$ cat src/design/tsa_pkg.sv
package tsa_pkg;

  // Field and datapath widths
  localparam int SUM_W           = 48;
  localparam int OUT_W           = 31;
  localparam int FUNC_W          = 3;
  localparam int MODE_W          = 2;
  localparam int TIER_W          = 2;
  localparam int FLAG_W          = 2;
  localparam int CFG_IDX_W       = 1;
  localparam int NUM_TIERS       = 4;
  localparam int STEP_W          = $clog2(SUM_W);

  // Defaults for the top-level parameters
  localparam int SAMPLE_BITS_DEF = 31;
  localparam int COUNT_BITS_DEF  = 16;

  localparam logic [OUT_W-1:0] OUT_MAX = '1;

  typedef enum logic [FUNC_W-1:0] {
    FN_SAMPLE       = 3'd0,
    FN_CLOSE_MINUTE = 3'd1,
    FN_CLOSE_FIVE   = 3'd2,
    FN_CLOSE_HOUR   = 3'd3,
    FN_CLOSE_DAY    = 3'd4
  } func_e;

  typedef enum logic [TIER_W-1:0] {
    TIER_MINUTE = 2'd0,
    TIER_FIVE   = 2'd1,
    TIER_HOUR   = 2'd2,
    TIER_DAY    = 2'd3
  } tier_e;

  typedef enum logic [MODE_W-1:0] {
    MODE_NORMAL = 2'd0,
    MODE_ZERO   = 2'd1,
    MODE_SPAN   = 2'd2
  } mode_e;

  typedef enum logic [FLAG_W-1:0] {
    FLAG_NORMAL = 2'd0,
    FLAG_OOR    = 2'd1,
    FLAG_ZERO   = 2'd2,
    FLAG_SPAN   = 2'd3
  } flag_e;

  typedef enum logic [CFG_IDX_W-1:0] {
    REG_UPPER = 1'b0,
    REG_LOWER = 1'b1
  } cfg_idx_e;

  typedef enum logic [1:0] {
    ST_IDLE,
    ST_ADD,
    ST_DIV,
    ST_FIN
  } state_e;

  // Status from the serial divider to the sequencer
  typedef struct packed {
    logic done;
    logic out_of_range;
  } div_status_t;

endpackage

$ cat src/design/tsa_serial_div.sv
module tsa_serial_div #(
  parameter int COUNT_BITS = tsa_pkg::COUNT_BITS_DEF
) (
  input  logic                        clk_i,
  input  logic                        rst_ni,
  input  logic                        start_i,
  input  logic [tsa_pkg::SUM_W-1:0]   dividend_i,
  input  logic [COUNT_BITS-1:0]       divisor_i,
  input  logic [tsa_pkg::OUT_W-1:0]   upper_i,
  input  logic [tsa_pkg::OUT_W-1:0]   lower_i,
  output logic [tsa_pkg::SUM_W-1:0]   quotient_o,
  output tsa_pkg::div_status_t        status_o
);
  import tsa_pkg::*;

  logic                  busy_q, busy_d;
  logic                  done_q, done_d;
  logic [STEP_W-1:0]     step_q, step_d;
  logic [SUM_W-1:0]      quo_q, quo_d;
  logic [COUNT_BITS-1:0] rem_q, rem_d;
  logic [COUNT_BITS-1:0] dvs_q, dvs_d;
  logic [SUM_W-1:0]      up_sh_q, up_sh_d;
  logic [SUM_W-1:0]      lo_sh_q, lo_sh_d;
  logic                  up_dec_q, up_dec_d;
  logic                  up_gt_q, up_gt_d;
  logic                  lo_dec_q, lo_dec_d;
  logic                  lo_lt_q, lo_lt_d;

  logic [COUNT_BITS:0]   trial;
  logic [COUNT_BITS+1:0] diff;
  logic                  qbit;
  logic                  last;

  // One restoring step: bring down the next dividend bit, try the subtract
  assign trial = {rem_q, quo_q[SUM_W-1]};
  assign diff  = {1'b0, trial} - {2'b00, dvs_q};
  assign qbit  = ~diff[COUNT_BITS+1];
  assign last  = (step_q == STEP_W'(SUM_W - 1));

  always_comb begin
    busy_d   = busy_q;
    done_d   = 1'b0;
    step_d   = step_q;
    quo_d    = quo_q;
    rem_d    = rem_q;
    dvs_d    = dvs_q;
    up_sh_d  = up_sh_q;
    lo_sh_d  = lo_sh_q;
    up_dec_d = up_dec_q;
    up_gt_d  = up_gt_q;
    lo_dec_d = lo_dec_q;
    lo_lt_d  = lo_lt_q;
    if (start_i) begin
      busy_d   = 1'b1;
      step_d   = '0;
      quo_d    = dividend_i;
      rem_d    = '0;
      dvs_d    = divisor_i;
      up_sh_d  = SUM_W'(upper_i);
      lo_sh_d  = SUM_W'(lower_i);
      up_dec_d = 1'b0;
      up_gt_d  = 1'b0;
      lo_dec_d = 1'b0;
      lo_lt_d  = 1'b0;
    end else if (busy_q) begin
      // Shift the quotient bit in; keep the partial remainder
      quo_d  = {quo_q[SUM_W-2:0], qbit};
      rem_d  = qbit ? diff[COUNT_BITS-1:0] : trial[COUNT_BITS-1:0];
      step_d = step_q + STEP_W'(1);
      // Compare quotient against both limits, most significant bit first
      if (!up_dec_q && (qbit != up_sh_q[SUM_W-1])) begin
        up_dec_d = 1'b1;
        up_gt_d  = qbit;
      end
      if (!lo_dec_q && (qbit != lo_sh_q[SUM_W-1])) begin
        lo_dec_d = 1'b1;
        lo_lt_d  = ~qbit;
      end
      up_sh_d = {up_sh_q[SUM_W-2:0], 1'b0};
      lo_sh_d = {lo_sh_q[SUM_W-2:0], 1'b0};
      if (last) begin
        busy_d = 1'b0;
        done_d = 1'b1;
      end
    end
  end

  always_ff @(posedge clk_i or negedge rst_ni) begin
    if (!rst_ni) begin
      busy_q <= 1'b0;
      done_q <= 1'b0;
      step_q <= '0;
    end else begin
      busy_q <= busy_d;
      done_q <= done_d;
      step_q <= step_d;
    end
  end

  always_ff @(posedge clk_i) begin
    quo_q    <= quo_d;
    rem_q    <= rem_d;
    dvs_q    <= dvs_d;
    up_sh_q  <= up_sh_d;
    lo_sh_q  <= lo_sh_d;
    up_dec_q <= up_dec_d;
    up_gt_q  <= up_gt_d;
    lo_dec_q <= lo_dec_d;
    lo_lt_q  <= lo_lt_d;
  end

  // Exact average above upper when quotient is larger, or equal with a remainder; below lower when quotient is smaller
  assign quotient_o              = quo_q;
  assign status_o.done           = done_q;
  assign status_o.out_of_range   = up_gt_q | (~up_dec_q & (rem_q != '0)) |
                                   (lo_dec_q & lo_lt_q);

endmodule

$ cat src/design/tiered_sample_averager.sv
// Sample item: bit-serial sum update and min/max compare, then ready again.
// Close item: the result is registered once the radix-2 divider is done and the output is free
//   (one quotient bit per cycle over the 48-bit sum); a minute or hour close then adds the
//   average into the next tier. An empty close clears its tier and gives no result.
// One item in work at a time: a new item is taken only once the last one is finished.
// Reset (async, active low) clears all tiers, mode and output valid; limits return to defaults.
module tiered_sample_averager #(
  parameter int SAMPLE_BITS = tsa_pkg::SAMPLE_BITS_DEF,
  parameter int COUNT_BITS  = tsa_pkg::COUNT_BITS_DEF
) (
  input  logic                            clk_i,
  input  logic                            rst_ni,
  input  logic                            cfg_we_i,
  input  logic [tsa_pkg::CFG_IDX_W-1:0]   cfg_idx_i,
  input  logic [tsa_pkg::OUT_W-1:0]       cfg_wdata_i,
  input  logic                            in_valid_i,
  output logic                            in_ready_o,
  input  logic [tsa_pkg::FUNC_W-1:0]      func_i,
  input  logic [tsa_pkg::OUT_W-1:0]       sample_value_i,
  input  logic [tsa_pkg::MODE_W-1:0]      run_mode_i,
  output logic                            out_valid_o,
  input  logic                            out_ready_i,
  output logic [tsa_pkg::TIER_W-1:0]      tier_o,
  output logic [tsa_pkg::OUT_W-1:0]       average_o,
  output logic [tsa_pkg::SUM_W-1:0]       total_o,
  output logic [tsa_pkg::OUT_W-1:0]       minimum_o,
  output logic [tsa_pkg::OUT_W-1:0]       maximum_o,
  output logic [tsa_pkg::FLAG_W-1:0]      quality_flag_o
);
  import tsa_pkg::*;

  // Configuration registers
  logic [OUT_W-1:0] upper_q;
  logic [OUT_W-1:0] lower_q;

  // Tier statistics
  logic [SUM_W-1:0]       sums_q [NUM_TIERS];
  logic [SUM_W-1:0]       sums_d [NUM_TIERS];
  logic [COUNT_BITS-1:0]  cnt_q  [NUM_TIERS];
  logic [COUNT_BITS-1:0]  cnt_d  [NUM_TIERS];
  logic [SAMPLE_BITS-1:0] min_q  [NUM_TIERS];
  logic [SAMPLE_BITS-1:0] min_d  [NUM_TIERS];
  logic [SAMPLE_BITS-1:0] max_q  [NUM_TIERS];
  logic [SAMPLE_BITS-1:0] max_d  [NUM_TIERS];
  logic [MODE_W-1:0]      mode_q, mode_d;

  // Serial add and compare datapath
  logic [SUM_W-1:0]       add_sh_q, add_sh_d;
  logic [SAMPLE_BITS-1:0] v_q, v_d;
  logic [NUM_TIERS-1:0]   mask_q, mask_d;
  logic [NUM_TIERS-1:0]   carry_q, carry_d;
  logic [NUM_TIERS-1:0]   lt_q, lt_d;
  logic [NUM_TIERS-1:0]   gt_q, gt_d;
  logic                   cmp_en_q, cmp_en_d;
  logic [STEP_W-1:0]      step_q, step_d;

  // Close bookkeeping
  logic [TIER_W-1:0]      tier_q, tier_d;
  logic [SUM_W-1:0]       tot_q, tot_d;

  // Output register
  logic                   out_valid_q;
  logic [TIER_W-1:0]      out_tier_q;
  logic [OUT_W-1:0]       out_avg_q;
  logic [SUM_W-1:0]       out_tot_q;
  logic [OUT_W-1:0]       out_min_q;
  logic [OUT_W-1:0]       out_max_q;
  logic [FLAG_W-1:0]      out_flag_q;

  state_e state_q, state_d;

  // Control
  logic                   take_sample;
  logic                   take_close;
  logic                   close_empty;
  logic                   div_start;
  logic                   add_run;
  logic                   add_last;
  logic                   fin_go;
  logic [TIER_W-1:0]      close_tier;
  logic [SAMPLE_BITS-1:0] smp;
  logic [NUM_TIERS-1:0]   dst_mask;

  logic [SUM_W-1:0]       quotient;
  div_status_t            div_status;

  logic [OUT_W-1:0]       avg_sat;
  logic [SUM_W-1:0]       min_ext;
  logic [SUM_W-1:0]       max_ext;
  logic [FLAG_W-1:0]      flag;

  assign smp        = SAMPLE_BITS'(SUM_W'(sample_value_i));
  assign close_tier = func_i[TIER_W-1:0] - TIER_W'(1);

  // Next state
  always_comb begin
    state_d = state_q;
    case (state_q)
      ST_IDLE: begin
        if (div_start) begin
          state_d = ST_DIV;
        end else if (take_sample) begin
          state_d = ST_ADD;
        end
      end
      ST_DIV: begin
        if (div_status.done) begin
          state_d = ST_FIN;
        end
      end
      ST_FIN: begin
        if (fin_go) begin
          state_d = (dst_mask != '0) ? ST_ADD : ST_IDLE;
        end
      end
      ST_ADD: begin
        if (add_last) begin
          state_d = ST_IDLE;
        end
      end
      default: state_d = ST_IDLE;
    endcase
  end

  // Sequencer outputs
  always_comb begin
    in_ready_o  = 1'b0;
    take_sample = 1'b0;
    take_close  = 1'b0;
    add_run     = 1'b0;
    fin_go      = 1'b0;
    case (state_q)
      ST_IDLE: begin
        in_ready_o = 1'b1;
        case (func_e'(func_i))
          FN_SAMPLE:       take_sample = in_valid_i;
          FN_CLOSE_MINUTE,
          FN_CLOSE_FIVE,
          FN_CLOSE_HOUR,
          FN_CLOSE_DAY:    take_close  = in_valid_i;
          default:         take_close  = 1'b0;
        endcase
      end
      ST_ADD:  add_run = 1'b1;
      ST_FIN:  fin_go  = ~out_valid_q | out_ready_i;
      default: add_run = 1'b0;
    endcase
  end

  assign close_empty = take_close & (cnt_q[close_tier] == '0);
  assign div_start   = take_close & (cnt_q[close_tier] != '0);
  assign add_last    = add_run & (step_q == STEP_W'(SUM_W - 1));

  // Minute average feeds the hour tier, hour average feeds the day tier
  always_comb begin
    case (tier_e'(tier_q))
      TIER_MINUTE: dst_mask = NUM_TIERS'(1) << TIER_HOUR;
      TIER_HOUR:   dst_mask = NUM_TIERS'(1) << TIER_DAY;
      default:     dst_mask = '0;
    endcase
  end

  tsa_serial_div #(
    .COUNT_BITS(COUNT_BITS)
  ) u_div (
    .clk_i      (clk_i),
    .rst_ni     (rst_ni),
    .start_i    (div_start),
    .dividend_i (sums_q[close_tier]),
    .divisor_i  (cnt_q[close_tier]),
    .upper_i    (upper_q),
    .lower_i    (lower_q),
    .quotient_o (quotient),
    .status_o   (div_status)
  );

  // Result fields, saturated to the output width
  assign avg_sat = (quotient[SUM_W-1:OUT_W] != '0) ? OUT_MAX : quotient[OUT_W-1:0];
  assign min_ext = SUM_W'(min_q[tier_q]);
  assign max_ext = SUM_W'(max_q[tier_q]);

  always_comb begin
    flag = div_status.out_of_range ? FLAG_OOR : FLAG_NORMAL;
    if ((tier_q == TIER_HOUR) || (tier_q == TIER_DAY)) begin
      case (mode_e'(mode_q))
        MODE_NORMAL: flag = div_status.out_of_range ? FLAG_OOR : FLAG_NORMAL;
        MODE_ZERO:   flag = FLAG_ZERO;
        MODE_SPAN:   flag = FLAG_SPAN;
        default:     flag = FLAG_NORMAL;
      endcase
    end
  end

  // Datapath next values
  always_comb begin
    logic bit_in;
    logic s_bit;
    logic c_bit;
    logic m_bit;
    logic x_bit;

    sums_d   = sums_q;
    cnt_d    = cnt_q;
    min_d    = min_q;
    max_d    = max_q;
    mode_d   = mode_q;
    add_sh_d = add_sh_q;
    v_d      = v_q;
    mask_d   = mask_q;
    carry_d  = carry_q;
    lt_d     = lt_q;
    gt_d     = gt_q;
    cmp_en_d = cmp_en_q;
    step_d   = step_q;
    tier_d   = tier_q;
    tot_d    = tot_q;
    bit_in   = add_sh_q[0];
    s_bit    = 1'b0;
    c_bit    = 1'b0;
    m_bit    = 1'b0;
    x_bit    = 1'b0;

    // Load a sample for the minute and five-minute sums and all extremes
    if (take_sample) begin
      v_d      = smp;
      add_sh_d = SUM_W'(smp);
      mask_d   = (NUM_TIERS'(1) << TIER_MINUTE) | (NUM_TIERS'(1) << TIER_FIVE);
      cmp_en_d = 1'b1;
      carry_d  = '0;
      lt_d     = '0;
      gt_d     = '0;
      step_d   = '0;
      mode_d   = run_mode_i;
    end

    // Capture the tier being closed; drop an empty tier at once
    if (take_close) begin
      tier_d = close_tier;
      tot_d  = sums_q[close_tier];
      if (close_empty) begin
        sums_d[close_tier] = '0;
        cnt_d[close_tier]  = '0;
        min_d[close_tier]  = '1;
        max_d[close_tier]  = '0;
      end
    end

    // One bit per cycle: rotate sums through the serial adder, extremes through comparators
    if (add_run) begin
      add_sh_d = add_sh_q >> 1;
      step_d   = step_q + STEP_W'(1);
      for (int t = 0; t < NUM_TIERS; t++) begin
        if (mask_q[t]) begin
          s_bit      = sums_q[t][0] ^ bit_in ^ carry_q[t];
          c_bit      = (sums_q[t][0] & bit_in) | (sums_q[t][0] & carry_q[t]) |
                       (bit_in & carry_q[t]);
          sums_d[t]  = {s_bit, sums_q[t][SUM_W-1:1]};
          carry_d[t] = c_bit;
          if (add_last) begin
            if (c_bit) begin
              sums_d[t] = '1;
            end
            if (cnt_q[t] != '1) begin
              cnt_d[t] = cnt_q[t] + COUNT_BITS'(1);
            end
          end
        end
        if (cmp_en_q && ({1'b0, step_q} < (STEP_W + 1)'(SAMPLE_BITS))) begin
          m_bit    = min_q[t][0];
          x_bit    = max_q[t][0];
          min_d[t] = {m_bit, min_q[t][SAMPLE_BITS-1:1]};
          max_d[t] = {x_bit, max_q[t][SAMPLE_BITS-1:1]};
          if (bit_in != m_bit) begin
            lt_d[t] = ~bit_in;
          end
          if (bit_in != x_bit) begin
            gt_d[t] = bit_in;
          end
        end
        if (add_last && cmp_en_q) begin
          if (lt_d[t]) begin
            min_d[t] = v_q;
          end
          if (gt_d[t]) begin
            max_d[t] = v_q;
          end
        end
      end
    end

    // Clear the closed tier and, for a minute or hour tier, queue its average for the next tier
    if (fin_go) begin
      sums_d[tier_q] = '0;
      cnt_d[tier_q]  = '0;
      min_d[tier_q]  = '1;
      max_d[tier_q]  = '0;
      add_sh_d       = quotient;
      mask_d         = dst_mask;
      cmp_en_d       = 1'b0;
      carry_d        = '0;
      step_d         = '0;
    end
  end

  // Control and statistics registers
  always_ff @(posedge clk_i or negedge rst_ni) begin
    if (!rst_ni) begin
      state_q  <= ST_IDLE;
      upper_q  <= OUT_MAX;
      lower_q  <= '0;
      mode_q   <= '0;
      mask_q   <= '0;
      cmp_en_q <= 1'b0;
      step_q   <= '0;
      for (int t = 0; t < NUM_TIERS; t++) begin
        sums_q[t] <= '0;
        cnt_q[t]  <= '0;
        min_q[t]  <= '1;
        max_q[t]  <= '0;
      end
    end else begin
      state_q  <= state_d;
      mode_q   <= mode_d;
      mask_q   <= mask_d;
      cmp_en_q <= cmp_en_d;
      step_q   <= step_d;
      sums_q   <= sums_d;
      cnt_q    <= cnt_d;
      min_q    <= min_d;
      max_q    <= max_d;
      if (cfg_we_i) begin
        case (cfg_idx_e'(cfg_idx_i))
          REG_UPPER: upper_q <= cfg_wdata_i;
          REG_LOWER: lower_q <= cfg_wdata_i;
          default:   upper_q <= upper_q;
        endcase
      end
    end
  end

  // Serial working registers
  always_ff @(posedge clk_i) begin
    add_sh_q <= add_sh_d;
    v_q      <= v_d;
    carry_q  <= carry_d;
    lt_q     <= lt_d;
    gt_q     <= gt_d;
    tier_q   <= tier_d;
    tot_q    <= tot_d;
  end

  // Hold the result until taken
  always_ff @(posedge clk_i or negedge rst_ni) begin
    if (!rst_ni) begin
      out_valid_q <= 1'b0;
    end else if (fin_go) begin
      out_valid_q <= 1'b1;
    end else if (out_ready_i) begin
      out_valid_q <= 1'b0;
    end
  end

  always_ff @(posedge clk_i) begin
    if (fin_go) begin
      out_tier_q <= tier_q;
      out_avg_q  <= avg_sat;
      out_tot_q  <= tot_q;
      out_min_q  <= (min_ext[SUM_W-1:OUT_W] != '0) ? OUT_MAX : min_ext[OUT_W-1:0];
      out_max_q  <= (max_ext[SUM_W-1:OUT_W] != '0) ? OUT_MAX : max_ext[OUT_W-1:0];
      out_flag_q <= flag;
    end
  end

  assign out_valid_o    = out_valid_q;
  assign tier_o         = out_tier_q;
  assign average_o      = out_avg_q;
  assign total_o        = out_tot_q;
  assign minimum_o      = out_min_q;
  assign maximum_o      = out_max_q;
  assign quality_flag_o = out_flag_q;

endmodule

$ cat config.mk
export PLATFORM = sky130hd
export DESIGN_NAME = tiered_sample_averager
export DESIGN_NICKNAME = d
export VERILOG_FILES = /design/src/design/tsa_pkg.sv /design/src/design/tsa_serial_div.sv /design/src/design/tiered_sample_averager.sv
export SDC_FILE = /design/constraint.sdc
export NUM_CORES = 2
export LEC_CHECK = 0
export ABC_AREA = 0
export BUFFER_PORTS_ARGS = -buffer_cell sky130_fd_sc_hd__buf_2
export CORE_UTILIZATION = 50
export DETAILED_ROUTE_END_ITERATION = 16
export PLACE_DENSITY = 0.7
export SETUP_SLACK_MARGIN = 0.2
export SKIP_CTS_REPAIR_TIMING = 1
export SLEW_MARGIN = 10
export SYNTH_ARGS = -nofsm -noshare
export SYNTH_HDL_FRONTEND = slang
export SYNTH_HIERARCHICAL = 1
export SYNTH_SLANG_ARGS = --single-unit
$ cat constraint.sdc
create_clock -name clk_i -period 12.8 [get_ports clk_i]
set_input_delay 1.92 -clock clk_i [delete_from_list [all_inputs] [get_ports clk_i]]
set_output_delay 1.92 -clock clk_i [all_outputs]
set_load 0.1 [all_outputs]
### Word level (Yosys, flattened, before mapping)

Index checks and enable logic that the tools add are counted.

| storage, ports and cells | value |
|---|---|
| register bits | 1,056 |
| bits in latches | 0 |
| RAM bits | 0 |
| bits in read-only memories | 0 |
| word-level logic and storage cells | 347 |
| memories kept | 0 |

| operators by class | value |
|---|---|
| add/subtract/negate cells | 8 |
| $mul | 0 |
| divide/modulo/power cells | 0 |
| magnitude comparators | 5 |
| equal/unequal tests | 31 |
| shift-type cells | 0 |
| muxes and demuxes | 167 |
| bitwise operators | 57 |
| reductions and logical operators | 28 |

Operators by type and width:

| kind | count |
|---|---|
| $mux W31 | 34 |
| $mux W48 | 21 |
| $mux W124 | 8 |
| $mux W192 | 4 |
| $and A192 B192 Y192 | 2 |
| $not A192 Y192 | 2 |
| $mux W16 | 17 |
| $mux W64 | 4 |
| $and A124 B124 Y124 | 2 |
| $not A124 Y124 | 2 |
| $or A124 B124 Y124 | 2 |
| $demux W48 S2 | 2 |
| $and A64 B64 Y64 | 2 |
| $not A64 Y64 | 2 |
| $bmux W31 S2 | 2 |
| $demux W31 S2 | 2 |
| $bmux W48 S2 | 1 |
| $add A16 B1 Y16 const B | 4 |
| $demux W16 S2 | 2 |
| $ne A16 B16 Y1 const B | 4 |
| $mux W1 | 47 |
| $bmux W16 S2 | 1 |
| $mux W4 | 8 |
| $reduce_bool A16 Y1 | 2 |
| other kinds (39) | 119 |

### Depth between registers and ports, before layout

| depth | value |
|---|---|
| word-level depth | 16 |
| gate-level depth with buffers | 14 |

### Modules after synthesis

Netlist, hierarchy kept.

By module, submodules not included:

| module | times used | cells an instance | area an instance (um^2) | seq. area each (um^2) |
|---|---|---|---|---|
| tiered_sample_averager | 1 | 3,610 | 40,395.0 | 23,176.0 |
| tsa_serial_div | 1 | 620 | 8,353.0 | 5,064.9 |

### Worst setup path after synthesis

No wires, ideal clock.

| timing | value |
|---|---|
| path type | input to register |
| start | input port func_i[0] (netlist bit) |
| end | register u_div.lo_sh_q[0] (enable) |
| setup time | 0.463 ns |
| arrival | 8.153 ns |
| required time | 12.337 ns |
| setup slack | 4.184 ns |
| stages | 14 |
| cell sequence | buf_2 -> buf_1 -> clkbuf_1 -> inv_1 -> ha_1 -> clkbuf_1 -> mux4_2 -> or4_1 -> nor4_4 -> nor2_1 -> clkbuf_1 -> clkbuf_1 -> nor2_1 -> inv_1 |

| between the ends | value |
|---|---|
| cells in the longest elaborated chain, start to end | 8 |

Ends and longest elaborated chain:

| what | line | RTL |
|---|---|---|
| start: declaration | tiered_sample_averager.sv:18 | `input logic [tsa_pkg::FUNC_W-1:0] func_i,` |
| $sub A2 B1 Y2 | tiered_sample_averager.sv:93 | `assign close_tier = func_i[TIER_W-1:0] - TIER_W'(1);` |
| via close_tier[0] | tiered_sample_averager.sv:80 | `logic [TIER_W-1:0] close_tier;` |
| $not A2 Y3 (implied by the code) | tiered_sample_averager.sv:151 | `assign div_start = take_close & (cnt_q[close_tier] != '0);` |
| $bmux W16 S2 | tiered_sample_averager.sv:151 |  |
| $mux W16 (implied by the code) (2 in series) | tiered_sample_averager.sv:151 |  |
| $reduce_bool A16 Y1 | tiered_sample_averager.sv:151 |  |
| $and A1 B1 Y1 | tiered_sample_averager.sv:151 |  |
| via div_start | tiered_sample_averager.sv:76 | `logic div_start;` |
| $reduce_bool A2 Y1 (no line) | -- |  |
| end signal: assignment | tsa_serial_div.sv:105 | `lo_sh_q <= lo_sh_d;` |
| end: declaration | tsa_serial_div.sv:23 | `logic [SUM_W-1:0] lo_sh_q, lo_sh_d;` |

The timed path passes the listed nets, and every way through them passes these cells. The select of a mux whose other input is x is not followed.
A chain may end at the register's enable or synchronous reset.

==> results_dict.tcl <==
set metrics [dict create \
    fin_util_pct 56.3 \
    via_per_inst 6.37 \
    skew_ns 0.0272 \
    synth_warnings 6 \
    gp_congestion 0.865 \
    drive_gt1_share_pct 23.8 \
    hold_viol_final 0 \
    crit_slowest_cell "buf_4" \
    cpLargestDelayFamily "buffers and inverters" \
    clk_latency_ns 0.70 \
    synth-main-ff-cell "dfrtp_1" \
    coreArea_um2 96600 \
    status "finished clean" \
    placedInstanceArea_um2 50700 \
    grt_usage_pct 26.4 \
    period_minus_slack_ns 6.26 \
    routedWlPerCell_um 23.4 \
    clockBufferDepth 3 \
    rows 114 \
    yosysMostFrequentCell "nor2_1" \
    cts_root_buffer "clkbuf_16" \
    worst_setup_path_start_kind "input port" \
    synth_seq_cells 1054 \
    synth_top_cell_by_area "edfxtp_1" \
    wirelength_um 132000 \
    initial_core_util_pct 50.5 \
    htree_levels 3 \
    p_leak_nw 20.2 \
    first_pass_iters 6 \
    netlist_top_cells_area "edfxtp_1 (25%), dfrtp_1 (22%), dfstp_2 (8.4%)" \
    antenna_found_initial 3 \
    rsz0062_at_grt "no" \
    tritoncts "done" \
    powerDensity_nw_per_um2 141 \
    area_growth_pct 11.5 \
    cp.required_ns 13.42 \
    cts_num_sinks 1054 \
    synth_edf_count 400 \
    drc_errors 0 \
    fin_crit_sh_pct 48.9 \
    tightest_slew_ns 1.22 \
    grt_pass1_vias 35088 \
    crit_top_cell "buf_4" \
    peakVddDrop_mv 0.0967 \
    detail_route.iter0.violations 3918 \
    ios 220 \
    synthDistinctLibCells 81 \
    dp_hpwl_um 80900 \
    hp-class "register to register" \
    die_area_um2 98700 \
    slew_viol_final 0 \
    synthesis.area_um2 48700 \
    ant_nets 0 \
    grt_max_degree 184 \
    synth_commonest_cells "nor2_1 (437), dfrtp_1 (433), a21oi_1 (400), edfxtp_1 (400), o21ai_0 (303)" \
    async_reset_ff_share_pct 55.8 \
    final_cell_area_um2 54400 \
    die_w_um 314 \
    critPathCaptureType "register" \
    crit_type "input port to register" \
    max_cap_viol_count 0 \
    grt_pass1_wl_um 205000 \
    netlist_instances 4230 \
    worstPathCellList "buf_4, inv_1, ha_2, buf_4, mux4_2, or4_1, nor4_4, nand3_4, buf_4, nand2_1, buf_4, o32a_1" \
    cp_data_arrival_time_ns 6.88 \
    portBuffers 219 \
    nets 4358 \
    fin_setup_tns_ns 0 \
    setup_viol 0 \
    synth_area_per_cell_um2 11.5 \
    floorplan.die.height_um 314 \
    cp_max_fo 68 \
    overflow 0 \
    max_slew_margin_pct 18.8 \
    cp_num_buf_inv 5 \
    max_freq_mhz 160 \
    syn_nets 4337 \
    clkTransAtPathRegs_ns 0.06 \
    synth-seq-area-share_pct 57.9 \
    finalPower_w 0.00767 \
    synth.top_cell.area_share_pct 24.6 \
    numCtsBuffers 109 \
    critical-path-max-stage-delay_ns 0.71 \
    vias 35821 \
]
[sequential cells by signal, summed over array words and instances, names as in the netlist, 48 cells and up]
signal,flops
sums_q,192
u_div/up_sh_q,48
tot_q,48
min_q,124
cnt_q,64
max_q,124
u_div/quotient_o,48
u_div/lo_sh_q,48
total_o,48
add_sh_q,48
[power by group]
group | internal (W) | leakage (nW) | total, W | switching, W
Combinational | 0.000245 | 7.61 | 0.000495 | 0.000250
Clock | 0.00188 | 1.81 | 0.00323 | 0.00135
Sequential | 0.00377 | 10.7 | 0.00395 | 0.000174
Total | 0.00590 | 20.2 | 0.00767 | 0.00178
[kinds of logic (layout without fill, tap and decap cells)]
logic type	Yosys count	count (layout)	share of synthesized area [%]
other	0	2	0
adders and majority gates	34	34	0.950
xor gates and xnor gates	19	19	0.341
AOI/OAI and AO/OA	1350	1350	17.9
DFF	1054	1054	57.9
and+or+nand+nor	991	991	8.87
muxes	331	331	10.5
buffers and inverters	451	566	3.57
[final timing paths]
path	to	cells after the start	startpoint	slack [ns]
worst max register to register	min_q[29]	7	state_q[1]	8.14
max in group asynchronous	max_q[11]	3	rst_ni	9.27
worst min register to register	total_o[46]	0	tot_q[46]	0.42
worst min-delay path	total_o[46]	0	tot_q[46]	0.42
min in group asynchronous	sums_q[161]	1	rst_ni	1.25
worst max-delay path	min_q[115]	12	func_i[0]	6.54
[area by class of cell]
| type | instances | area, um^2 |
|---|---|---|
| antenna | 2 | 5.00 |
| clock buffer | 142 | 3040 |
| inverter | 75 | 292 |
| sequential | 1054 | 28200 |
| timing repair buffer | 286 | 1640 |
| clock inverter | 63 | 611 |
| fill | 7992 | 42200 |
| multi-input combinational | 2725 | 18900 |
| tap | 1276 | 1600 |
[metrics by stage]
| stage | hold WS, ns | setup WS, ns | cells |
|---|---|---|---|
| 2_1_floorplan | 0.400 | 4.18 | 4230 |
| 3_3_place_gp | 0.405 | 5.91 | 5416 |
| 3_5_place_dp | 0.405 | 5.84 | 5416 |
| 4_1_cts | 0.418 | 6.57 | 5621 |
| 5_1_grt | 0.422 | 6.23 | 5621 |
| 6_report | 0.416 | 6.54 | 5623 |
[cells in the final DEF, fill, tap and decap left out, types with 73 or more instances in the layout]
cell type / count
dfrtp_1: 432
o22ai_1: 73
buf_2: 217
mux2_2: 170
clkbuf_16: 111
a31oi_1: 152
nor2_1: 432
mux4_2: 126
a21oi_1: 398
dfstp_2: 155
edfxtp_1: 400
nand2_1: 288
o21ai_0: 300
[layer usage]
layer	global-route usage, %	share of wire (%)	vias to the layer above
met4	8.99	3.2	2
met5	0	0.0099	-
met2	40.8	46	1601
met1	36.6	42	18066
li1	-	-	15886
met3	6.48	9.2	266
(Power assumes the default switching activity.)
